File: src/ndbt_pkg.sv
// shared types and constants for the nv dirty block tracker
package ndbt_pkg;

  localparam int OffW = 15;
  localparam int SigW = 32;
  localparam int IdxW = 6;
  localparam int ActW = 3;

  localparam logic [SigW-1:0] SIG_WORD = 32'h324D_5054;

  typedef logic [OffW-1:0] off_t;
  typedef logic [SigW-1:0] sig_t;
  typedef logic [IdxW-1:0] block_idx_t;
  typedef logic [ActW-1:0] act_t;

  typedef enum logic [ActW-1:0] {
    ACT_WRITE    = 3'd0,
    ACT_CLEAR    = 3'd1,
    ACT_MOVE     = 3'd2,
    ACT_COMMIT   = 3'd3,
    ACT_LOAD_SIG = 3'd4
  } action_e;

  typedef enum logic [2:0] {
    ST_IDLE,
    ST_MARK,
    ST_FINISH,
    ST_SCAN,
    ST_STATE_BLK
  } state_e;

endpackage

File: src/ndbt_req_if.sv
// request channel interface
interface ndbt_req_if;
  import ndbt_pkg::*;

  logic valid;
  logic ready;
  act_t action;
  off_t first_offset;
  off_t second_offset;
  off_t length;
  sig_t signature;

  modport source (
    output valid, action, first_offset, second_offset, length, signature,
    input  ready
  );

  modport sink (
    input  valid, action, first_offset, second_offset, length, signature,
    output ready
  );
endinterface

File: src/ndbt_rsp_if.sv
// response channel interface
interface ndbt_rsp_if;
  import ndbt_pkg::*;

  logic       valid;
  logic       ready;
  logic       status;
  logic       block_valid;
  block_idx_t block_index;
  logic       last;
  logic       needs_manufacture;

  modport source (
    output valid, status, block_valid, block_index, last, needs_manufacture,
    input  ready
  );

  modport sink (
    input  valid, status, block_valid, block_index, last, needs_manufacture,
    output ready
  );
endinterface

File: src/ndbt_blk_cmp.sv
// block versus byte range overlap compare unit
module ndbt_blk_cmp #(
  parameter int AW          = 19,
  parameter int BLOCK_BYTES = 512
) (
  input  logic [AW-1:0]     base_i,
  input  ndbt_pkg::off_t    off_i,
  input  ndbt_pkg::off_t    len_i,
  output logic              hit_o
);
  import ndbt_pkg::*;

  logic [AW-1:0] end_w;
  logic [AW-1:0] top_w;

  assign end_w = AW'(off_i) + AW'(len_i);
  assign top_w = base_i + AW'(BLOCK_BYTES);
  assign hit_o = (len_i != '0) && (base_i < end_w) && (top_w > AW'(off_i));

endmodule

File: src/nv_dirty_block_tracker.sv
// dirty block bitmap tracker for a shadow nv memory
//
// requests arrive on req_i and results leave on rsp_o, both valid/ready
// channels; a transaction moves at a clock edge where valid and ready are high.
// write, clear and move check the byte range and then sweep the blocks one
// per cycle through a single overlap compare unit: write and clear sweep once,
// move twice (source pass, then destination pass).
// a range that fails the bounds check or has zero length skips the sweep.
// commit scans the bitmap one block per cycle, waiting on a stalled receiver
// at each dirty block, which it emits and clears, then the state block if the
// manufacture flag is set; with neither, it gives one result with no block.
// load signature and unused actions give a single result with no block.
// one request is handled at a time; req_i.ready is high only between requests.
// results sit in an output register, so a new request is taken while the last
// result still waits; a stalled receiver halts commit at a dirty block.
// reset clears the bitmap and the manufacture flag and leaves the block idle,
// ready for a request.
module nv_dirty_block_tracker #(
  parameter int BLOCKS      = 32,
  parameter int BLOCK_BYTES = 512
) (
  input logic        clk_i,
  input logic        rst_ni,
  ndbt_req_if.sink   req_i,
  ndbt_rsp_if.source rsp_o
);
  import ndbt_pkg::*;

  localparam int NvBytes = BLOCKS * BLOCK_BYTES;
  localparam int AW      = $clog2(NvBytes + 65536);
  localparam int IW      = (BLOCKS > 1) ? $clog2(BLOCKS) : 1;

  state_e            state_q, state_d;
  logic [BLOCKS-1:0] map_q, map_d;
  logic              flag_q, flag_d;
  logic [IW-1:0]     b_q, b_d;
  logic [AW-1:0]     base_q, base_d;
  logic              move_q, move_d;
  logic              phase_q, phase_d;
  logic              st_q, st_d;
  logic              any_q, any_d;
  off_t              off1_q, off2_q, len_q;

  logic              ovalid_q, ovalid_d;
  logic              ostatus_q, ostatus_d;
  logic              obv_q, obv_d;
  block_idx_t        oidx_q, oidx_d;
  logic              olast_q, olast_d;
  logic              onm_q, onm_d;

  logic              accept;
  logic              out_free;
  logic              last_b;
  logic              fits1, fits2, len_nz;
  logic              hit;
  logic              emit, step;
  logic [BLOCKS-1:0] rest;
  logic              rest_nz;
  off_t              cmp_off;

  assign accept   = req_i.valid && req_i.ready;
  assign out_free = !ovalid_q || rsp_o.ready;
  assign last_b   = (b_q == IW'(BLOCKS - 1));
  assign len_nz   = (req_i.length != '0);
  assign fits1    = (AW'(req_i.first_offset) + AW'(req_i.length)) <= AW'(NvBytes);
  assign fits2    = (AW'(req_i.second_offset) + AW'(req_i.length)) <= AW'(NvBytes);
  assign cmp_off  = phase_q ? off2_q : off1_q;
  assign emit     = map_q[b_q] && out_free;
  assign step     = !map_q[b_q] || out_free;

  always_comb begin
    rest       = map_q;
    rest[b_q]  = 1'b0;
    rest_nz    = |rest;
  end

  ndbt_blk_cmp #(
    .AW          (AW),
    .BLOCK_BYTES (BLOCK_BYTES)
  ) u_cmp (
    .base_i (base_q),
    .off_i  (cmp_off),
    .len_i  (len_q),
    .hit_o  (hit)
  );

  // next state
  always_comb begin
    state_d = state_q;
    unique case (state_q)
      ST_IDLE: begin
        if (accept) begin
          unique case (req_i.action) inside
            ACT_WRITE, ACT_CLEAR: state_d = (fits1 && len_nz) ? ST_MARK : ST_FINISH;
            ACT_MOVE: state_d = (fits1 && fits2 && len_nz) ? ST_MARK : ST_FINISH;
            ACT_COMMIT: state_d = ST_SCAN;
            default: state_d = ST_FINISH;
          endcase
        end
      end
      ST_MARK: begin
        if (last_b && !(move_q && !phase_q)) begin
          state_d = ST_FINISH;
        end
      end
      ST_FINISH: begin
        if (out_free) begin
          state_d = ST_IDLE;
        end
      end
      ST_SCAN: begin
        if (step && last_b) begin
          if (flag_q) begin
            state_d = ST_STATE_BLK;
          end else if (any_q || emit) begin
            state_d = ST_IDLE;
          end else begin
            state_d = ST_FINISH;
          end
        end
      end
      ST_STATE_BLK: begin
        if (out_free) begin
          state_d = ST_IDLE;
        end
      end
      default: state_d = ST_IDLE;
    endcase
  end

  // datapath and outputs
  always_comb begin
    map_d     = map_q;
    flag_d    = flag_q;
    b_d       = b_q;
    base_d    = base_q;
    move_d    = move_q;
    phase_d   = phase_q;
    st_d      = st_q;
    any_d     = any_q;
    ovalid_d  = ovalid_q && !rsp_o.ready;
    ostatus_d = ostatus_q;
    obv_d     = obv_q;
    oidx_d    = oidx_q;
    olast_d   = olast_q;
    onm_d     = onm_q;
    unique case (state_q)
      ST_IDLE: begin
        if (accept) begin
          b_d     = '0;
          base_d  = '0;
          phase_d = 1'b0;
          any_d   = 1'b0;
          move_d  = (req_i.action == ACT_MOVE);
          unique case (req_i.action) inside
            ACT_WRITE, ACT_CLEAR: st_d = !fits1;
            ACT_MOVE: st_d = !(fits1 && fits2);
            ACT_LOAD_SIG: begin
              st_d = 1'b0;
              if (req_i.signature != SIG_WORD) begin
                flag_d = 1'b1;
              end
            end
            default: st_d = 1'b0;
          endcase
        end
      end
      ST_MARK: begin
        if (hit) begin
          map_d[b_q] = 1'b1;
        end
        if (last_b) begin
          b_d     = '0;
          base_d  = '0;
          phase_d = 1'b1;
        end else begin
          b_d    = b_q + IW'(1);
          base_d = base_q + AW'(BLOCK_BYTES);
        end
      end
      ST_FINISH: begin
        if (out_free) begin
          ovalid_d  = 1'b1;
          ostatus_d = st_q;
          obv_d     = 1'b0;
          oidx_d    = '0;
          olast_d   = 1'b1;
          onm_d     = flag_q;
        end
      end
      ST_SCAN: begin
        if (emit) begin
          ovalid_d   = 1'b1;
          ostatus_d  = 1'b0;
          obv_d      = 1'b1;
          oidx_d     = block_idx_t'(b_q);
          olast_d    = !rest_nz && !flag_q;
          onm_d      = 1'b0;
          map_d[b_q] = 1'b0;
          any_d      = 1'b1;
        end
        if (step) begin
          b_d = last_b ? '0 : b_q + IW'(1);
        end
      end
      ST_STATE_BLK: begin
        if (out_free) begin
          ovalid_d  = 1'b1;
          ostatus_d = 1'b0;
          obv_d     = 1'b1;
          oidx_d    = block_idx_t'(BLOCKS);
          olast_d   = 1'b1;
          onm_d     = 1'b0;
          flag_d    = 1'b0;
        end
      end
      default: ;
    endcase
  end

  always_ff @(posedge clk_i or negedge rst_ni) begin
    if (!rst_ni) begin
      state_q  <= ST_IDLE;
      map_q    <= '0;
      flag_q   <= 1'b0;
      b_q      <= '0;
      base_q   <= '0;
      move_q   <= 1'b0;
      phase_q  <= 1'b0;
      st_q     <= 1'b0;
      any_q    <= 1'b0;
      ovalid_q <= 1'b0;
    end else begin
      state_q  <= state_d;
      map_q    <= map_d;
      flag_q   <= flag_d;
      b_q      <= b_d;
      base_q   <= base_d;
      move_q   <= move_d;
      phase_q  <= phase_d;
      st_q     <= st_d;
      any_q    <= any_d;
      ovalid_q <= ovalid_d;
    end
  end

  always_ff @(posedge clk_i) begin
    if (accept) begin
      off1_q <= req_i.first_offset;
      off2_q <= req_i.second_offset;
      len_q  <= req_i.length;
    end
    ostatus_q <= ostatus_d;
    obv_q     <= obv_d;
    oidx_q    <= oidx_d;
    olast_q   <= olast_d;
    onm_q     <= onm_d;
  end

  assign req_i.ready             = (state_q == ST_IDLE);
  assign rsp_o.valid             = ovalid_q;
  assign rsp_o.status            = ostatus_q;
  assign rsp_o.block_valid       = obv_q;
  assign rsp_o.block_index       = oidx_q;
  assign rsp_o.last              = olast_q;
  assign rsp_o.needs_manufacture = onm_q;

  // a finished commit leaves nothing dirty
  a_commit_clears: assert property (@(posedge clk_i) disable iff (!rst_ni)
    (state_q == ST_IDLE && $past(state_q) == ST_SCAN) |-> (map_q == '0 && !flag_q))
    else $error("commit left dirty state");

  // the state block is always the final result
  a_state_blk_last: assert property (@(posedge clk_i) disable iff (!rst_ni)
    (rsp_o.valid && rsp_o.block_valid && rsp_o.block_index == block_idx_t'(BLOCKS))
      |-> (rsp_o.last && !rsp_o.needs_manufacture))
    else $error("state block result malformed");

  // a bounds failure carries no block
  a_status_no_blk: assert property (@(posedge clk_i) disable iff (!rst_ni)
    (rsp_o.valid && rsp_o.status) |-> (!rsp_o.block_valid && rsp_o.last))
    else $error("bounds failure with block result");

endmodule

File: src/flat_wrapper.sv
// flat-port wrapper written by rule: the top's interface ports become plain ports
module nv_dirty_block_tracker_flat import ndbt_pkg::*;
#(
  parameter int BLOCKS      = 32,
  parameter int BLOCK_BYTES = 512
)
  (clk_i, rst_ni, req_i_valid, req_i_action, req_i_first_offset, req_i_second_offset, req_i_length, req_i_signature, req_i_ready, rsp_o_valid, rsp_o_status, rsp_o_block_valid, rsp_o_block_index, rsp_o_last, rsp_o_needs_manufacture, rsp_o_ready);
  ndbt_req_if req_i_i ();
  ndbt_rsp_if rsp_o_i ();
  input logic clk_i;
  input logic rst_ni;
  input wire logic [$bits(req_i_i.valid)-1:0] req_i_valid;
  input wire logic [$bits(req_i_i.action)-1:0] req_i_action;
  input wire logic [$bits(req_i_i.first_offset)-1:0] req_i_first_offset;
  input wire logic [$bits(req_i_i.second_offset)-1:0] req_i_second_offset;
  input wire logic [$bits(req_i_i.length)-1:0] req_i_length;
  input wire logic [$bits(req_i_i.signature)-1:0] req_i_signature;
  output wire logic [$bits(req_i_i.ready)-1:0] req_i_ready;
  output wire logic [$bits(rsp_o_i.valid)-1:0] rsp_o_valid;
  output wire logic [$bits(rsp_o_i.status)-1:0] rsp_o_status;
  output wire logic [$bits(rsp_o_i.block_valid)-1:0] rsp_o_block_valid;
  output wire logic [$bits(rsp_o_i.block_index)-1:0] rsp_o_block_index;
  output wire logic [$bits(rsp_o_i.last)-1:0] rsp_o_last;
  output wire logic [$bits(rsp_o_i.needs_manufacture)-1:0] rsp_o_needs_manufacture;
  input wire logic [$bits(rsp_o_i.ready)-1:0] rsp_o_ready;
  assign req_i_i.valid = req_i_valid;
  assign req_i_i.action = req_i_action;
  assign req_i_i.first_offset = req_i_first_offset;
  assign req_i_i.second_offset = req_i_second_offset;
  assign req_i_i.length = req_i_length;
  assign req_i_i.signature = req_i_signature;
  assign req_i_ready = req_i_i.ready;
  assign rsp_o_valid = rsp_o_i.valid;
  assign rsp_o_status = rsp_o_i.status;
  assign rsp_o_block_valid = rsp_o_i.block_valid;
  assign rsp_o_block_index = rsp_o_i.block_index;
  assign rsp_o_last = rsp_o_i.last;
  assign rsp_o_needs_manufacture = rsp_o_i.needs_manufacture;
  assign rsp_o_i.ready = rsp_o_ready;
  nv_dirty_block_tracker #(.BLOCKS(BLOCKS), .BLOCK_BYTES(BLOCK_BYTES)) u_core (.clk_i(clk_i), .rst_ni(rst_ni), .req_i(req_i_i), .rsp_o(rsp_o_i));
endmodule
File: config.mk
export PLATFORM = sky130hd
export DESIGN_NAME = nv_dirty_block_tracker_flat
export DESIGN_NICKNAME = d
export VERILOG_FILES = /design/src/ndbt_pkg.sv /design/src/ndbt_req_if.sv /design/src/ndbt_rsp_if.sv /design/src/ndbt_blk_cmp.sv /design/src/nv_dirty_block_tracker.sv /design/src/flat_wrapper.sv
export SDC_FILE = /design/constraint.sdc
export NUM_CORES = 1
export LEC_CHECK = 0
export BUFFER_PORTS_ARGS = -buffer_cell sky130_fd_sc_hd__clkbuf_2
export CORE_MARGIN = 2
export CORE_UTILIZATION = 59
export CTS_CLUSTER_SIZE = 24
export DETAILED_ROUTE_END_ITERATION = 10
export GPL_ROUTABILITY_DRIVEN = 1
export PLACE_DENSITY = 0.84
export SLEW_MARGIN = 0
export SYNTH_ARGS = -nofsm -noshare
export SYNTH_HDL_FRONTEND = slang
export SYNTH_SLANG_ARGS = --single-unit
File: constraint.sdc
create_clock -name clk_i -period 5.85 [get_ports clk_i]
set_input_delay 0.8775 -clock clk_i [delete_from_list [all_inputs] [get_ports clk_i]]
set_output_delay 0.8775 -clock clk_i [all_outputs]
set_load 0.01 [all_outputs]
==> summary.md <==
| Metric | Value |
|---|---|
| Yosys reg bits | `roughly 110` |
| Starting DRT DRC Count | `754` |
| Root buffer cell | `clkbuf_16` |
| Post-DP HPWL | `about 15 mm` |
| Clock Tree Buf Depth | `2` |
| Switch share | `42.0%` |
| Global route overflow | `0` |
| ANT nets after route | `0` |
| Distinct cells, synth | `80` |
| Skew-Pair Late Insertion Delay | `0.36 ns` |
| Cell family with most CP delay | `compound AO/OA/AOI/OAI gates` |
| Busiest grt layer | `met2` |
| Vias in the first global route | `6413` |
| Design area | `~0.0086 mm2` |
| Reg2reg setup slack | `0.32 ns` |
| Power Dens Cells | `~420 mW/mm2` |
| Worst slack, placed | `roughly 0.26 ns` |
| Area growth syn-to-layout | `12.2%` |
| RSZ-0062 raised after global routing | `no` |
| Met2 Track Usage GR | `48.2%` |
| Worst Max-Slew Pin Slew | `0.993 ns` |
| Worst r2r path cells | `22` |
| Setup TNS | `0 ns` |
| Io pins | `96` |
| R2R Path Start | `u_core.phase_q` |
| CP Data Arrival Time | `5.77 ns` |
| Met1 usage | `38.4%` |
| Met3 usage | `around 4.5%` |
| Slowest-stage cell, CP | `or4_1` |
| Final worst slack | `0.317 ns` |
| DIE HEIGHT | `118 um` |
| Final Max Slew Viols | `0` |
| Antenna violations before repair | `0` |
| First-pass GRT wire length | `32.6 mm` |
| Placed Instances | `1029` |
| Critical path class | `reg2reg` |
| DP Area | `0.00828 mm2` |
| Drt drc | `0` |
| Critical Path Max Stage Delay | `around 0.51 ns` |
| Post-synth EDFFs | `55` |
| Via count | `about 6600` |
| Die X | `between 100 and 150 um` |
| Reg2reg end | `u_core.map_q[11]` |
| Run status | `complete, no violations` |
| Die ar. | `0.0139 mm2` |
| Synth Warn # | `0` |
| Commonest non-fill, non-tap cell in the layout | `clkbuf_2` |
| Fmax achieved | `181 MHz` |
| Proportion of layout cells with a drive suffix above 1 | `18.9%` |
| Peak VDD IR | `0.000247 V` |
| Non-Filler Instances | `1045` |
| GPL Wtd Cong | `0.984` |
| Int Pwr | `2.11 mW` |
| Hold slack | `just over 0.5 ns` |
| DR vias/cell | `approximately 6.3` |
| Total track usage | `29.1%` |
| Final Util | `67.9%` |
| # setup viols final | `0` |
| Inserted Clock Buffers | `9` |
| Post-CTS setup buffers | `0` |
| Final wirelength | `19.8 mm` |
| Critical Path Sink Type | `flip-flop` |
| I/O Buffers | `95` |
| Crit-path cells | `mux2_2, ha_1, fa_1, a21o_1, a21oi_2, o21bai_1, a2111oi_4, nor3b_1, o21a_1, o41a_1, a21o_1, a21oi_1, xor2_1, ha_1, nand3_1, or4_1, nor4_1, a311o_1, buf_4, nand2_2, nand3_1, mux2_2` |
| Drt wl/cell | `18.9 um` |
| Psw | `1.53 mW` |
| Buf+Inv Stages, Crit Path | `1` |
| Htree depth | `3` |
| Req. time, crit path | `6.09 ns` |
| Cell area after synthesis | `0.00767 mm2` |
| Fin crit share | `94.6%` |
| Hold Crit Class | `reg2reg` |
| Worst Hold Depth | `2` |
| Fin. Hold Viols | `0` |
| Synthesized Nets | `929` |
| Sequential share of the synthesized area | `about 40%` |
| Syn Inst Count | `around 800` |
| Reg power frac | `36.0%` |
| Async S/R FF share, synth | `between 40 and 50%` |
| Top_reg_cell synth | `edfxtp_1` |
| Worst-path clk slew | `approximately 0.080 ns` |
| Combinational Power Share | `46.6%` |
| Core footprint | `between 0.01 and 0.015 mm2` |
| Final clock skew | `between 0.009 and 0.01 ns` |
| Total Nets Final | `approximately 1000` |
| Max_slew headroom | `32.1%` |
| CP Depth | `22` |
| Startpoint Class | `flip-flop` |
| Hold EP | `u_core.any_q` |
| Total power | `3.64 mW` |
| # diodes | `0` |
| Initial core utilization | `between 60 and 70%` |
| Syn avg cell area | `just under 10 um2` |
| Tmin final | `5.53 ns` |
| Sink Count | `109` |
| Hold Crit Start | `u_core.any_q` |
| CP max FO | `9` |
| Most frequent cells in the layout | `clkbuf_2 (95), nand2_1 (66), nor2_1 (65)` |
| Pin count of the biggest net entering global routing | `55` |
| DR pass1 iterations | `5` |
| Site Rows | `41` |
| Leak Pwr | `~3.7 nW` |
| CTS tree | `yes` |
| Max-cap violations | `0` |
| Clock power frac | `17.4%` |
## cell families after synthesis
logic type	count (synthesis)	synth area share [%]
xor+xnor	36	4.11
buf+inv	51	2.97
fa+ha+maj	67	11.2
mux	40	6.98
compound gates	210	18.1
simple gates	265	17.5
flops	109	39.2
## cells in the mapped netlist, drive strengths merged (8+ instances only)
cell	n	area, um2
a21o	18	135
a21oi	61	320
a31oi	27	169
and3	8	55.1
buf	12	81.3
clkbuf	10	37.5
dfrtp	54	1350
edfxtp	55	1650
ha	64	801
inv	28	105
mux2	18	203
mux2i	13	130
mux4	9	203
nand2	70	273
nand2b	9	56.3
nand3	21	105
nand4	8	50.1
nor2	66	250
nor3	21	105
nor4	16	100
o21ai	42	210
o21bai	8	60.1
xnor2	22	193
xor2	14	123
## worst min-delay path, stage by stage (launching register included)
cell and delay [ns]:
dfrtp_1 0.36, nand2_1 0.05, nand2_1 0.07
## routing by layer
metal / routed length, um / vias up / part of all wire, %
li1: - / 3121 / -
met1: 7910 / 3081 / 40
met2: 9690 / 334 / 49
met3: 1460 / 61 / 7.4
met4: 731 / 0 / 3.7
met5: 0 / - / 0
## flip-flops by register name, summed over array words and instances (netlist names)
| name | cells |
|---|---|
| u_core.b_q | 5 |
| u_core.off2_q | 15 |
| u_core.map_q | 32 |
| u_core.move_q | 1 |
| u_core.rsp_o.block_index | 6 |
| u_core.phase_q | 1 |
| u_core.base_q | 8 |
| u_core.rsp_o.needs_manufacture | 1 |
| u_core.st_q | 1 |
| u_core.rsp_o.last | 1 |
| u_core.state_q | 3 |
| u_core.off1_q | 15 |
| u_core.rsp_o.status | 1 |
| u_core.rsp_o.valid | 1 |
| u_core.len_q | 15 |
| u_core.rsp_o.block_valid | 1 |
| u_core.flag_q | 1 |
| u_core.any_q | 1 |
## cell type report
type	instances	area (um2)
inverter	29	109
timing repair buffer	101	520
tap	172	215
clock buffer	9	225
sequential	109	3000
clock inverter	7	80.1
multi-input combinational	618	4450
fill	1008	4070
## how the worst max path moves through the flow
stage,slack [ns],start,endpoint
2_1_floorplan,0.46,u_core.phase_q,u_core.map_q[22]
3_3_place_gp,0.39,u_core.phase_q,u_core.map_q[27]
3_5_place_dp,0.26,u_core.phase_q,u_core.map_q[11]
4_1_cts,0.22,u_core.phase_q,u_core.map_q[11]
5_1_grt,0.003,u_core.phase_q,u_core.map_q[14]
6_report,0.32,u_core.phase_q,u_core.map_q[11]
## repair_timing
action | 4_1_cts | 5_1_grt
setup endpoints to repair | 0 | 17
endpoints found under the hold margin | 0 | 0
hold buffers | 0 | 0
resized for setup | 0 | 2
## power groups by stage
stage / combinational (mW) / sequential (mW) / clock, mW
finish: 1.70 / 1.31 / 0.635
floorplan: 1.32 / 1.20 / 0
detailed placement: 1.66 / 1.31 / 0
global placement: 1.61 / 1.31 / 0
CTS: 1.67 / 1.30 / 0.635
global route: 1.87 / 1.34 / 0.673
Power figures use the tool's default switching activity.
